File: config.mk
export PLATFORM = sky130hd
export DESIGN_NAME = sha256_stream_hasher
export DESIGN_NICKNAME = d
export VERILOG_FILES = /design/src/rtl/sha_pkg.sv /design/src/rtl/sha256_stream_hasher.sv /design/src/rtl/sha_datapath.sv /design/src/rtl/sha_ctrl.sv
export SDC_FILE = /design/constraint.sdc
export NUM_CORES = 2
export LEC_CHECK = 0
export BUFFER_PORTS_ARGS = -buffer_cell sky130_fd_sc_hd__buf_2
export CAP_MARGIN = 5
export CELL_PAD_IN_SITES_DETAIL_PLACEMENT = 0
export CELL_PAD_IN_SITES_GLOBAL_PLACEMENT = 1
export CORE_MARGIN = 3
export CORE_UTILIZATION = 54
export CTS_BUF_LIST = sky130_fd_sc_hd__clkbuf_2
export CTS_CLUSTER_DIAMETER = 100
export DETAILED_ROUTE_END_ITERATION = 16
export HOLD_SLACK_MARGIN = 0.1
export PLACE_DENSITY = 0.86
export SLEW_MARGIN = 20
export SYNTH_ARGS = -nofsm -noshare
export SYNTH_HDL_FRONTEND = slang
export SYNTH_HIERARCHICAL = 1
export SYNTH_SLANG_ARGS = --single-unit
File: constraint.sdc
create_clock -name clk_i -period 13.4 [get_ports clk_i]
set_input_delay 0.67 -clock clk_i [delete_from_list [all_inputs] [get_ports clk_i]]
set_output_delay 0.67 -clock clk_i [all_outputs]
set_load 0.01 [all_outputs]
File: src/rtl/sha_pkg.sv
`default_nettype none
package sha_pkg;

  localparam int unsigned BlockBytes = 64;
  localparam int unsigned LenFieldPos = 56;
  localparam int unsigned TotalBits = 61;

  typedef struct packed {
    logic [7:0] data_byte;
    logic       has_byte;
    logic       is_last;
  } sha_in_t;

  typedef struct packed {
    logic [31:0] digest_word;
    logic [2:0]  word_index;
    logic        last_word;
  } sha_out_t;

  // controller to datapath
  typedef struct packed {
    logic       wr_en;       // write wr_byte at wr_addr
    logic [5:0] wr_addr;
    logic [7:0] wr_byte;
    logic       comp_start;  // begin a 64-round compression
    logic       h_reset;     // load the initial hash value
  } sha_cmd_t;

  // datapath to controller
  typedef struct packed {
    logic comp_busy;
    logic comp_done;
  } sha_sts_t;

  localparam logic [31:0] InitH [8] = '{
    32'h6a09e667, 32'hbb67ae85, 32'h3c6ef372, 32'ha54ff53a,
    32'h510e527f, 32'h9b05688c, 32'h1f83d9ab, 32'h5be0cd19
  };

  localparam logic [31:0] RoundK [64] = '{
    32'h428a2f98, 32'h71374491, 32'hb5c0fbcf, 32'he9b5dba5,
    32'h3956c25b, 32'h59f111f1, 32'h923f82a4, 32'hab1c5ed5,
    32'hd807aa98, 32'h12835b01, 32'h243185be, 32'h550c7dc3,
    32'h72be5d74, 32'h80deb1fe, 32'h9bdc06a7, 32'hc19bf174,
    32'he49b69c1, 32'hefbe4786, 32'h0fc19dc6, 32'h240ca1cc,
    32'h2de92c6f, 32'h4a7484aa, 32'h5cb0a9dc, 32'h76f988da,
    32'h983e5152, 32'ha831c66d, 32'hb00327c8, 32'hbf597fc7,
    32'hc6e00bf3, 32'hd5a79147, 32'h06ca6351, 32'h14292967,
    32'h27b70a85, 32'h2e1b2138, 32'h4d2c6dfc, 32'h53380d13,
    32'h650a7354, 32'h766a0abb, 32'h81c2c92e, 32'h92722c85,
    32'ha2bfe8a1, 32'ha81a664b, 32'hc24b8b70, 32'hc76c51a3,
    32'hd192e819, 32'hd6990624, 32'hf40e3585, 32'h106aa070,
    32'h19a4c116, 32'h1e376c08, 32'h2748774c, 32'h34b0bcb5,
    32'h391c0cb3, 32'h4ed8aa4a, 32'h5b9cca4f, 32'h682e6ff3,
    32'h748f82ee, 32'h78a5636f, 32'h84c87814, 32'h8cc70208,
    32'h90befffa, 32'ha4506ceb, 32'hbef9a3f7, 32'hc67178f2
  };

  function automatic logic [31:0] rotr(logic [31:0] x, int unsigned n);
    rotr = (x >> n) | (x << (32 - n));
  endfunction

endpackage
`default_nettype wire

File: src/rtl/sha256_stream_hasher.sv
// sha-256 over a byte stream
// input channel: in_valid_i / in_stall_o with an in_data_i request holding
//   data_byte, has_byte and is_last; an accepted byte is buffered, is_last
//   closes the message (the byte of the same request belongs to it)
// output channel: out_valid_o / out_stall_i with out_data_o holding one
//   digest word, its index and a last-word flag; eight requests per message
// byte intake: every 64th byte starts a compression, one round per cycle
//   in a single shared round unit, and input stays stalled until that
//   compression is done
// end of message: padding writes one byte per cycle up to the block end
//   (plus a second block when more than 55 bytes are pending), each
//   block followed by a compression, then eight digest words at one per
//   cycle while the receiver does not stall
// reset: hash words load the initial value, byte and fill counts clear,
//   no output is pending
// a stalled receiver holds the output register; the digest sequencer
//   waits and the input stays stalled until the last word is loaded into
//   the output register
`default_nettype none
module sha256_stream_hasher
  import sha_pkg::*;
#(
  parameter int unsigned TotalW = TotalBits
) (
  input  wire logic     clk_i,
  input  wire logic     rst_ni,
  input  wire logic     in_valid_i,
  output logic          in_stall_o,
  input  wire sha_in_t  in_data_i,
  output logic          out_valid_o,
  input  wire logic     out_stall_i,
  output sha_out_t      out_data_o
);

  sha_cmd_t    cmd;
  sha_sts_t    sts;
  logic [2:0]  rd_idx;
  logic [31:0] rd_word;

  // sequencing: byte intake, padding, length field and digest readout
  sha_ctrl #(.TotalW(TotalW)) u_ctrl (
    .clk_i, .rst_ni, .in_valid_i, .in_stall_o, .in_data_i,
    .out_valid_o, .out_stall_i, .out_data_o,
    .cmd_o(cmd), .sts_i(sts), .rd_idx_o(rd_idx), .rd_word_i(rd_word)
  );

  // block buffer, message schedule, round unit and hash words
  sha_datapath u_dp (
    .clk_i, .rst_ni, .cmd_i(cmd), .sts_o(sts),
    .rd_idx_i(rd_idx), .rd_word_o(rd_word)
  );

endmodule
`default_nettype wire

File: src/rtl/sha_datapath.sv
`default_nettype none
module sha_datapath
  import sha_pkg::*;
(
  input  wire logic        clk_i,
  input  wire logic        rst_ni,
  input  wire sha_cmd_t    cmd_i,
  output sha_sts_t         sts_o,
  input  wire logic [2:0]  rd_idx_i,
  output logic [31:0]      rd_word_o
);

  // block buffer as 16 message words; only written entries are ever read
  logic [31:0] w_q [16];
  logic [31:0] h_q [8];
  logic [31:0] a_q, b_q, c_q, d_q, e_q, f_q, g_q, hh_q;
  logic [6:0]  rnd_q;
  logic        busy_q, done_q;

  logic [31:0] wt, s0, s1, wnew, big0, big1, ch, maj, t1, t2;

  assign wt   = w_q[0];
  assign s0   = rotr(w_q[1], 7) ^ rotr(w_q[1], 18) ^ (w_q[1] >> 3);
  assign s1   = rotr(w_q[14], 17) ^ rotr(w_q[14], 19) ^ (w_q[14] >> 10);
  assign wnew = w_q[0] + s0 + w_q[9] + s1;
  assign big1 = rotr(e_q, 6) ^ rotr(e_q, 11) ^ rotr(e_q, 25);
  assign ch   = (e_q & f_q) ^ (~e_q & g_q);
  assign t1   = hh_q + big1 + ch + RoundK[rnd_q[5:0]] + wt;
  assign big0 = rotr(a_q, 2) ^ rotr(a_q, 13) ^ rotr(a_q, 22);
  assign maj  = (a_q & b_q) ^ (a_q & c_q) ^ (b_q & c_q);
  assign t2   = big0 + maj;

  always_ff @(posedge clk_i or negedge rst_ni) begin
    if (!rst_ni) begin
      busy_q <= 1'b0;
      done_q <= 1'b0;
      rnd_q  <= '0;
      for (int i = 0; i < 8; i++) h_q[i] <= InitH[i];
    end else begin
      done_q <= 1'b0;
      if (cmd_i.h_reset) begin
        for (int i = 0; i < 8; i++) h_q[i] <= InitH[i];
      end
      if (cmd_i.comp_start) begin
        busy_q <= 1'b1;
        rnd_q  <= '0;
      end else if (busy_q) begin
        if (rnd_q == 7'd64) begin
          busy_q <= 1'b0;
          done_q <= 1'b1;
          h_q[0] <= h_q[0] + a_q; h_q[1] <= h_q[1] + b_q;
          h_q[2] <= h_q[2] + c_q; h_q[3] <= h_q[3] + d_q;
          h_q[4] <= h_q[4] + e_q; h_q[5] <= h_q[5] + f_q;
          h_q[6] <= h_q[6] + g_q; h_q[7] <= h_q[7] + hh_q;
        end else begin
          rnd_q <= rnd_q + 7'd1;
        end
      end
    end
  end

  // working variables and the rolling message schedule
  always_ff @(posedge clk_i) begin
    if (busy_q && rnd_q != 7'd64) begin
      hh_q <= g_q; g_q <= f_q; f_q <= e_q; e_q <= d_q + t1;
      d_q <= c_q; c_q <= b_q; b_q <= a_q; a_q <= t1 + t2;
      for (int i = 0; i < 15; i++) w_q[i] <= w_q[i+1];
      w_q[15] <= wnew;
    end else begin
      if (cmd_i.comp_start) begin
        a_q <= h_q[0]; b_q <= h_q[1]; c_q <= h_q[2]; d_q <= h_q[3];
        e_q <= h_q[4]; f_q <= h_q[5]; g_q <= h_q[6]; hh_q <= h_q[7];
      end
      // the byte that completes a block arrives together with the start
      if (cmd_i.wr_en) begin
        case (cmd_i.wr_addr[1:0])
          2'd0: w_q[cmd_i.wr_addr[5:2]][31:24] <= cmd_i.wr_byte;
          2'd1: w_q[cmd_i.wr_addr[5:2]][23:16] <= cmd_i.wr_byte;
          2'd2: w_q[cmd_i.wr_addr[5:2]][15:8]  <= cmd_i.wr_byte;
          default: w_q[cmd_i.wr_addr[5:2]][7:0] <= cmd_i.wr_byte;
        endcase
      end
    end
  end

  assign sts_o.comp_busy = busy_q;
  assign sts_o.comp_done = done_q;
  assign rd_word_o = h_q[rd_idx_i];

  a_no_write_busy: assert property (@(posedge clk_i) disable iff (!rst_ni)
    busy_q |-> !cmd_i.wr_en) else $error("buffer written during compression");
  a_done_after_busy: assert property (@(posedge clk_i) disable iff (!rst_ni)
    done_q |-> $past(busy_q)) else $error("done without compression");
  a_round_range: assert property (@(posedge clk_i) disable iff (!rst_ni)
    busy_q |-> rnd_q <= 7'd64) else $error("round count out of range");

endmodule
`default_nettype wire

File: src/rtl/sha_ctrl.sv
`default_nettype none
module sha_ctrl
  import sha_pkg::*;
#(
  parameter int unsigned TotalW = TotalBits
) (
  input  wire logic        clk_i,
  input  wire logic        rst_ni,
  input  wire logic        in_valid_i,
  output logic             in_stall_o,
  input  wire sha_in_t     in_data_i,
  output logic             out_valid_o,
  input  wire logic        out_stall_i,
  output sha_out_t         out_data_o,
  output sha_cmd_t         cmd_o,
  input  wire sha_sts_t    sts_i,
  output logic [2:0]       rd_idx_o,
  input  wire logic [31:0] rd_word_i
);

  typedef enum logic [6:0] {
    ST_IDLE  = 7'b0000001,
    ST_COMP  = 7'b0000010,
    ST_PAD   = 7'b0000100,
    ST_PCOMP = 7'b0001000,
    ST_LEN   = 7'b0010000,
    ST_LCOMP = 7'b0100000,
    ST_EMIT  = 7'b1000000
  } state_e;

  state_e      state_q, state_d;
  logic [6:0]  fill_q, fill_d;
  logic [TotalW-1:0] total_q, total_d;
  logic        last_q, last_d;
  logic [2:0]  idx_q, idx_d;
  logic        ov_q, ov_d;
  sha_out_t    od_q, od_d;
  logic        acc;
  logic [63:0] bit_len;

  assign in_stall_o = (state_q != ST_IDLE);
  assign acc = in_valid_i && !in_stall_o;
  assign bit_len = 64'({total_q, 3'b000});
  assign rd_idx_o = idx_q;

  always_comb begin
    state_d = state_q;
    fill_d  = fill_q;
    total_d = total_q;
    last_d  = last_q;
    idx_d   = idx_q;
    ov_d    = ov_q;
    od_d    = od_q;
    cmd_o   = '0;
    if (ov_q && !out_stall_i) ov_d = 1'b0;
    unique case (state_q)
      ST_IDLE: begin
        if (acc) begin
          last_d = in_data_i.is_last;
          if (in_data_i.has_byte) begin
            cmd_o.wr_en   = 1'b1;
            cmd_o.wr_addr = fill_q[5:0];
            cmd_o.wr_byte = in_data_i.data_byte;
            fill_d  = fill_q + 7'd1;
            total_d = total_q + 1'b1;
            if (fill_q == 7'd63) begin
              cmd_o.comp_start = 1'b1;
              fill_d  = '0;
              state_d = ST_COMP;
            end else if (in_data_i.is_last) begin
              state_d = ST_PAD;
            end
          end else if (in_data_i.is_last) begin
            state_d = ST_PAD;
          end
        end
      end
      ST_COMP: begin
        if (sts_i.comp_done) state_d = last_q ? ST_PAD : ST_IDLE;
      end
      ST_PAD: begin
        // 0x80 marker, then zeros up to the length field or block end
        cmd_o.wr_en   = 1'b1;
        cmd_o.wr_addr = fill_q[5:0];
        cmd_o.wr_byte = (fill_q[6] == 1'b0 && last_q) ? 8'h80 : 8'h00;
        last_d = 1'b0;
        fill_d = fill_q + 7'd1;
        if (fill_q == 7'd63) begin
          cmd_o.comp_start = 1'b1;
          fill_d  = '0;
          state_d = ST_PCOMP;
        end else if (fill_q == 7'd55) begin
          fill_d  = 7'd56;
          state_d = ST_LEN;
        end
      end
      ST_PCOMP: begin
        if (sts_i.comp_done) state_d = ST_PAD;
      end
      ST_LEN: begin
        cmd_o.wr_en   = 1'b1;
        cmd_o.wr_addr = fill_q[5:0];
        cmd_o.wr_byte = bit_len[8*(7 - (fill_q[2:0])) +: 8];
        fill_d = fill_q + 7'd1;
        if (fill_q == 7'd63) begin
          cmd_o.comp_start = 1'b1;
          fill_d  = '0;
          idx_d   = '0;
          state_d = ST_LCOMP;
        end
      end
      ST_LCOMP: begin
        if (sts_i.comp_done) state_d = ST_EMIT;
      end
      ST_EMIT: begin
        if (!ov_q || !out_stall_i) begin
          ov_d = 1'b1;
          od_d.digest_word = rd_word_i;
          od_d.word_index  = idx_q;
          od_d.last_word   = (idx_q == 3'd7);
          idx_d = idx_q + 3'd1;
          if (idx_q == 3'd7) begin
            cmd_o.h_reset = 1'b1;
            total_d = '0;
            state_d = ST_IDLE;
          end
        end
      end
      default: state_d = ST_IDLE;
    endcase
  end

  always_ff @(posedge clk_i or negedge rst_ni) begin
    if (!rst_ni) begin
      state_q <= ST_IDLE;
      fill_q  <= '0;
      total_q <= '0;
      last_q  <= 1'b0;
      idx_q   <= '0;
      ov_q    <= 1'b0;
    end else begin
      state_q <= state_d;
      fill_q  <= fill_d;
      total_q <= total_d;
      last_q  <= last_d;
      idx_q   <= idx_d;
      ov_q    <= ov_d;
    end
  end

  always_ff @(posedge clk_i) od_q <= od_d;

  assign out_valid_o = ov_q;
  assign out_data_o  = od_q;

  a_fill_range: assert property (@(posedge clk_i) disable iff (!rst_ni)
    state_q == ST_IDLE |-> fill_q < 7'd64) else $error("fill count out of range");
  a_start_busy: assert property (@(posedge clk_i) disable iff (!rst_ni)
    cmd_o.comp_start |=> sts_i.comp_busy) else $error("compression did not start");
  a_emit_quiet: assert property (@(posedge clk_i) disable iff (!rst_ni)
    state_q == ST_EMIT |-> !sts_i.comp_busy) else $error("emit during compression");

endmodule
`default_nettype wire
After elaboration in Yosys (flattened, before gate mapping)
Memory sizes are Yosys's and may differ from the RTL's.
Cells that the tools add are included.
{ "op_classes": {"order_cmp": 2, "bitwise": 30, "n_reduce_logical": 24, "mux": 96, "add_sub_neg": 23, "eq_ne": 25, "n_shift": 1} }
{ "op_table": {"columns": ["operator", "n"], "rows": [
  ["2-to-1 mux 256 bit", 4],
  ["2-to-1 mux 32 bit", 21],
  ["adder 32 bit", 18],
  ["XOR 32 bit", 9],
  ["2-to-1 mux 61 bit", 4],
  ["bitwise AND 32 bit", 5],
  ["2-to-1 mux 7 bit", 20],
  ["case mux 61 bit (2 select lines)", 1],
  ["binary-select mux 32 bit (select 3 bit)", 1],
  ["variable part select 64 x 33 -> 8 bit", 1],
  ["adder 61 x 1 -> 61 bit (second input constant)", 1],
  ["case mux 7 bit (7 select lines)", 1],
  ["case mux 16 bit (3 select lines)", 1],
  ["2-to-1 mux 1 bit", 32],
  ["2-to-1 mux 16 bit", 2],
  ["NOT 32 bit", 1],
  ["OR 10 x 32 -> 32 bit", 1],
  ["OR 13 x 32 -> 32 bit", 1],
  ["OR 14 x 32 -> 32 bit", 1],
  ["OR 15 x 32 -> 32 bit", 1],
  ["OR 19 x 32 -> 32 bit", 1],
  ["OR 21 x 32 -> 32 bit", 1],
  ["OR 25 x 32 -> 32 bit", 1],
  ["OR 26 x 32 -> 32 bit", 1],
  ["other kinds (45)", 71]
]} }
{ "totals": {"mem_count": 2, "mem_bits_ro": 2048, "output_inout_bits": 38, "ram_bits": 512, "reg_bits": 637} }
{ "mem_list": {"columns": ["name", "words", "word_bits", "rd", "rd_ports_with_merged_regs", "write_ports", "line", "text"], "rows": [
  ["(no name shown)", 64, 32, 1, 0, 0, "sha_datapath.sv:28", "assign t1 = hh_q + big1 + ch + RoundK[rnd_q[5:0]] + wt;"],
  ["u_dp.w_q", 16, 32, 16, 0, 16, "sha_datapath.sv:14", "logic [31:0] w_q [16];"]
]} }

Logic depth before layout (Yosys ltp)
{ "depth": {"ltp_word": 13, "mapped_depth": 39, "mapped_depth_nobuf": 38} }

Modules after synthesis
The synthesis kept the hierarchy.
{ "modules_own_cells": {"columns": ["module", "cells_each", "area_each_um2", "n_inst"], "rows": [
  ["sha_datapath", 6963, 72291.8, 1],
  ["sha_ctrl", 598, 6145.9, 1]
]} }

Worst setup path after synthesis
OpenSTA, ideal clock, no wires.
{ "synth_timing": {"path_type": "reg-to-reg", "start": "register u_ctrl.state_q[0]", "end": "register u_dp.busy_q", "path_slack_ns": 3.972, "n_path_buf": 3, "stages_incl_launch_ff": 10, "arrival_ns": 8.644, "t_required_ns": 12.616, "period_less_slack_ns": 9.428, "cell_sequence": "dfstp_2 -> buf_6 -> or4b_1 -> nor3_1 -> nor3_1 -> inv_1 -> clkbuf_1 -> and2_1 -> clkbuf_1 -> nand2b_1"} }
{ "synth_lines": {"columns": ["element", "line", "text"], "rows": [
  ["start: declaration", "sha_ctrl.sv:31", "state_e state_q, state_d;"],
  ["start signal: assignment", "sha_ctrl.sv:142", "state_q <= state_d;"],
  ["end signal: assignment", "sha_datapath.sv:35", "busy_q <= 1'b0;"],
  ["end signal: assignment", "sha_datapath.sv:45", "busy_q <= 1'b1;"],
  ["end signal: assignment", "sha_datapath.sv:49", "busy_q <= 1'b0;"],
  ["end: declaration", "sha_datapath.sv:18", "logic busy_q, done_q;"]
]} }

Worst setup path after layout
{ "layout_timing": {"start": "register u_dp.rnd_q[0]", "end": "register u_dp.a_q[31] (data pin)"} }
{ "layout_between": {"elab_chain_len": 8, "word_cells_on_any_way": 10} }
{ "layout_lines": {"columns": ["element", "line", "text"], "rows": [
  ["start: declaration", "sha_datapath.sv:17", "logic [6:0] rnd_q;"],
  ["start signal: assignment", "sha_datapath.sv:56", "rnd_q <= rnd_q + 7'd1;"],
  ["NOT 6 -> 7 bit (not written as such)", "sha_datapath.sv:28", null],
  ["memory (64 x 32 bit)", null, null],
  ["2-to-1 mux 32 bit (not written as such) (2 in a row)", "sha_datapath.sv:28", null],
  ["adder 32 bit (2 in a row)", "sha_datapath.sv:28", null],
  ["adder 32 bit", "sha_datapath.sv:66", "d_q <= c_q; c_q <= b_q; b_q <= a_q; a_q <= t1 + t2;"],
  ["2-to-1 mux 32 bit *", "sha_datapath.sv:64", "if (busy_q && rnd_q != 7'd64) begin"],
  ["end signal: assignment", "sha_datapath.sv:66", null],
  ["end signal: assignment", "sha_datapath.sv:71", "a_q <= h_q[0]; b_q <= h_q[1]; c_q <= h_q[2]; d_q <= h_q[3];"],
  ["end: declaration", "sha_datapath.sv:16", "logic [31:0] a_q, b_q, c_q, d_q, e_q, f_q, g_q, hh_q;"]
]} }
Mark *: on every way between the ends. The rest lies on a longest branch, timed or not. The select of a mux whose other input is x is not followed.
A chain may end at the register's enable or synchronous reset.

==> results.py <==
metrics = {
    "layout": {
        "drive_gt1_frac": 0.190,
        "area_delta_synth_final_pct": 6.09,
        "fin_nets": 8207,
        "stdcell_area_um2": 83200,
    },
    "grt": {
        "grt_pass1_vias": 59600,
        "antenna_found_initial": 5,
        "grt_pass1_wl_um": 379000,
        "track_usage": 0.333,
        "grt_remaining_overflow": 0,
        "grt_max_degree": 148,
    },
    "drt": {
        "firstDrtPassIters": 6,
        "topRoutingLayerUsed": "met4",
        "vias_per_cell": 6.29,
        "met2_length_um": 118000,
        "post_drt_wl_per_cell_um": 26.1,
        "drtIter0Drc": 6033,
        "wl_met3_um": 19600,
        "vias": 61400,
        "drc_errors": 0,
        "postRouteAntennaNets": 0,
        "wl_met1_um": 102000,
        "wirelength_um": 254000,
    },
    "timing": {
        "worst_slew_pin_slew_ns": 1.19,
        "rsz0062_at_grt": "false",
        "relSlewSlack": 0.199,
        "timing.final.crit_share": 0.755,
        "finalSetupTns_ns": 0,
        "skew_ns": 0.235,
        "hold_viol": 0,
        "maxSlewViolCount": 0,
        "fmax_mhz": 98.9,
        "setup_violations": 0,
        "fin_ws_ns": 3.28,
        "min_period_ns": 10.12,
    },
    "worst_setup_path": {
        "crit_type": "flip-flop to flip-flop",
        "cpMaxStageDelayCell": "dfrtp_1",
        "cp.required_ns": 14.69,
        "end_kind": "flip-flop",
        "critPathLaunchType": "flip-flop",
        "critPathArrivalTime_ns": 11.41,
        "crit_fanout": 17,
        "max_stage_delay_ns": 0.80,
        "crit_top_cell": "fa_1",
    },
    "clock_tree": {
        "clock-sinks": 1149,
        "cts_buffer_depth": 4,
        "clk_latency_ns": 1.69,
        "cts_buffers": 327,
        "cts_tree": "yes",
        "clk_pin_slew_ns": 0.11,
        "cts_root_buf": "clkbuf_2",
        "htreeDepth": 5,
        "ctsResizeCount": 0,
    },
    "logic_synthesis": {
        "synthCells": 7560,
        "synth.avg_cell_area_um2": 10.4,
        "synth.net_count": 8162,
        "syn-cell-area_um2": 78400,
        "yosys_warnings": 6,
    },
    "placed_design": {
        "post_dp_cell_area_um2": 80100,
        "port_buffers": 51,
        "place_ws_ns": 3.54,
        "place_congestion": 0.988,
        "dp_hpwl_um": 184000,
    },
    "worst_hold_path": {
        "hp-class": "input pin to flip-flop",
    },
    "floorplan": {
        "start_util": 0.545,
        "core_area_um2": 144000,
        "pin_count": 52,
        "die_h_um": 387,
        "rows": 139,
        "die-width_um": 387,
        "die_area_um2": 150000,
    },
    "status": {
        "status": "complete, no violations",
    },
    "flow_run": {
        "cap_violations": 0,
    },
}
[final cells by class]
cell class / count / area, µm²
Antenna cell: 12 / 30.0
Clock buffer: 482 / 2410
Clock inverter: 89 / 409
Fill cell: 12500 / 60800
Inverter: 307 / 1160
Multi-Input combinational cell: 5682 / 42800
Sequential cell: 1149 / 33000
Tap cell: 1903 / 2380
Timing Repair Buffer: 138 / 1010
[stage by stage]
step                       util  hold WS [ns]  instances
after global routing      0.578         0.191       9760
after detailed placement  0.556         0.512       9156
after CTS                 0.578         0.106       9750
after global placement    0.556         0.516       9156
final                     0.578         0.330       9762
after floorplan               -         0.374       7560
[critical path, delay by kind of cell (launching register included)]
kind | cells | cell delay, ns
flip-flops | 1 | 0.80
adder cells (fa/ha/maj) | 7 | 3.12
AND/OR/NAND/NOR | 4 | 0.78
XOR/XNOR | 3 | 0.80
AO/OA/AOI/OAI | 14 | 3.62
buffers and inverters | 3 | 0.68
[registers in the layout, indices dropped and copies added (netlist names), 3 cells and up]
signal	flops
u_dp/g_q	32
u_ctrl/out_data_o	36
u_dp/rnd_q	7
u_dp/a_q	32
u_dp/d_q	32
u_dp/w_q	512
u_ctrl/state_q	7
u_dp/c_q	32
u_ctrl/fill_q	7
u_dp/h_q	256
u_dp/hh_q	32
u_dp/e_q	32
u_dp/b_q	32
u_ctrl/rd_idx_o	3
u_ctrl/total_q	61
u_dp/f_q	32
[cell usage in the layout, fill, tap and decap left out, drive strengths merged, types with 208 or more instances in the layout]
master	instances
o21ai	571
nor2	296
dfrtp	208
ha	393
edfxtp	804
clkbuf	482
a21oi	459
mux2	536
xnor2	406
nand3	208
nand2	1018
inv	309
[per-layer routing]
layer | global-route usage | up-vias
met4 | 0.180 | 0
met3 | 0.0603 | 663
met2 | 0.533 | 2889
li1 | - | 27700
met1 | 0.432 | 30200
met5 | 0 | -
[final timing paths]
kind                                            from                       endpoint  slack [ns]  cells after the start
min in group asynchronous                     rst_ni          u_dp/h_q[5]$_DFF_PN0_        0.66                      5
min                                       in_valid_i  u_ctrl/state_q[0]$_DFFE_PN1P_        0.33                      6
min reg2reg                u_dp/w_q[4][13]$_DFFE_PP_      u_dp/w_q[3][13]$_DFFE_PP_        0.46                      1
max reg2reg                u_dp/rnd_q[0]$_DFFE_PN0P_         u_dp/a_q[31]$_DFFE_PP_        3.28                     31
max in group asynchronous                     rst_ni        u_dp/h_q[244]$_DFF_PN0_        9.72                      8
max                        u_dp/rnd_q[0]$_DFFE_PN0P_         u_dp/a_q[31]$_DFFE_PP_        3.28                     31
[repair_timing]
item,in CTS,in global routing
hold buffers,23,0
buffers inserted,0,0
endpoints found under the hold margin,419,0
Power is not shown: default switching activity piles up to over one toggle a cycle in this logic, so the estimate is an artifact.
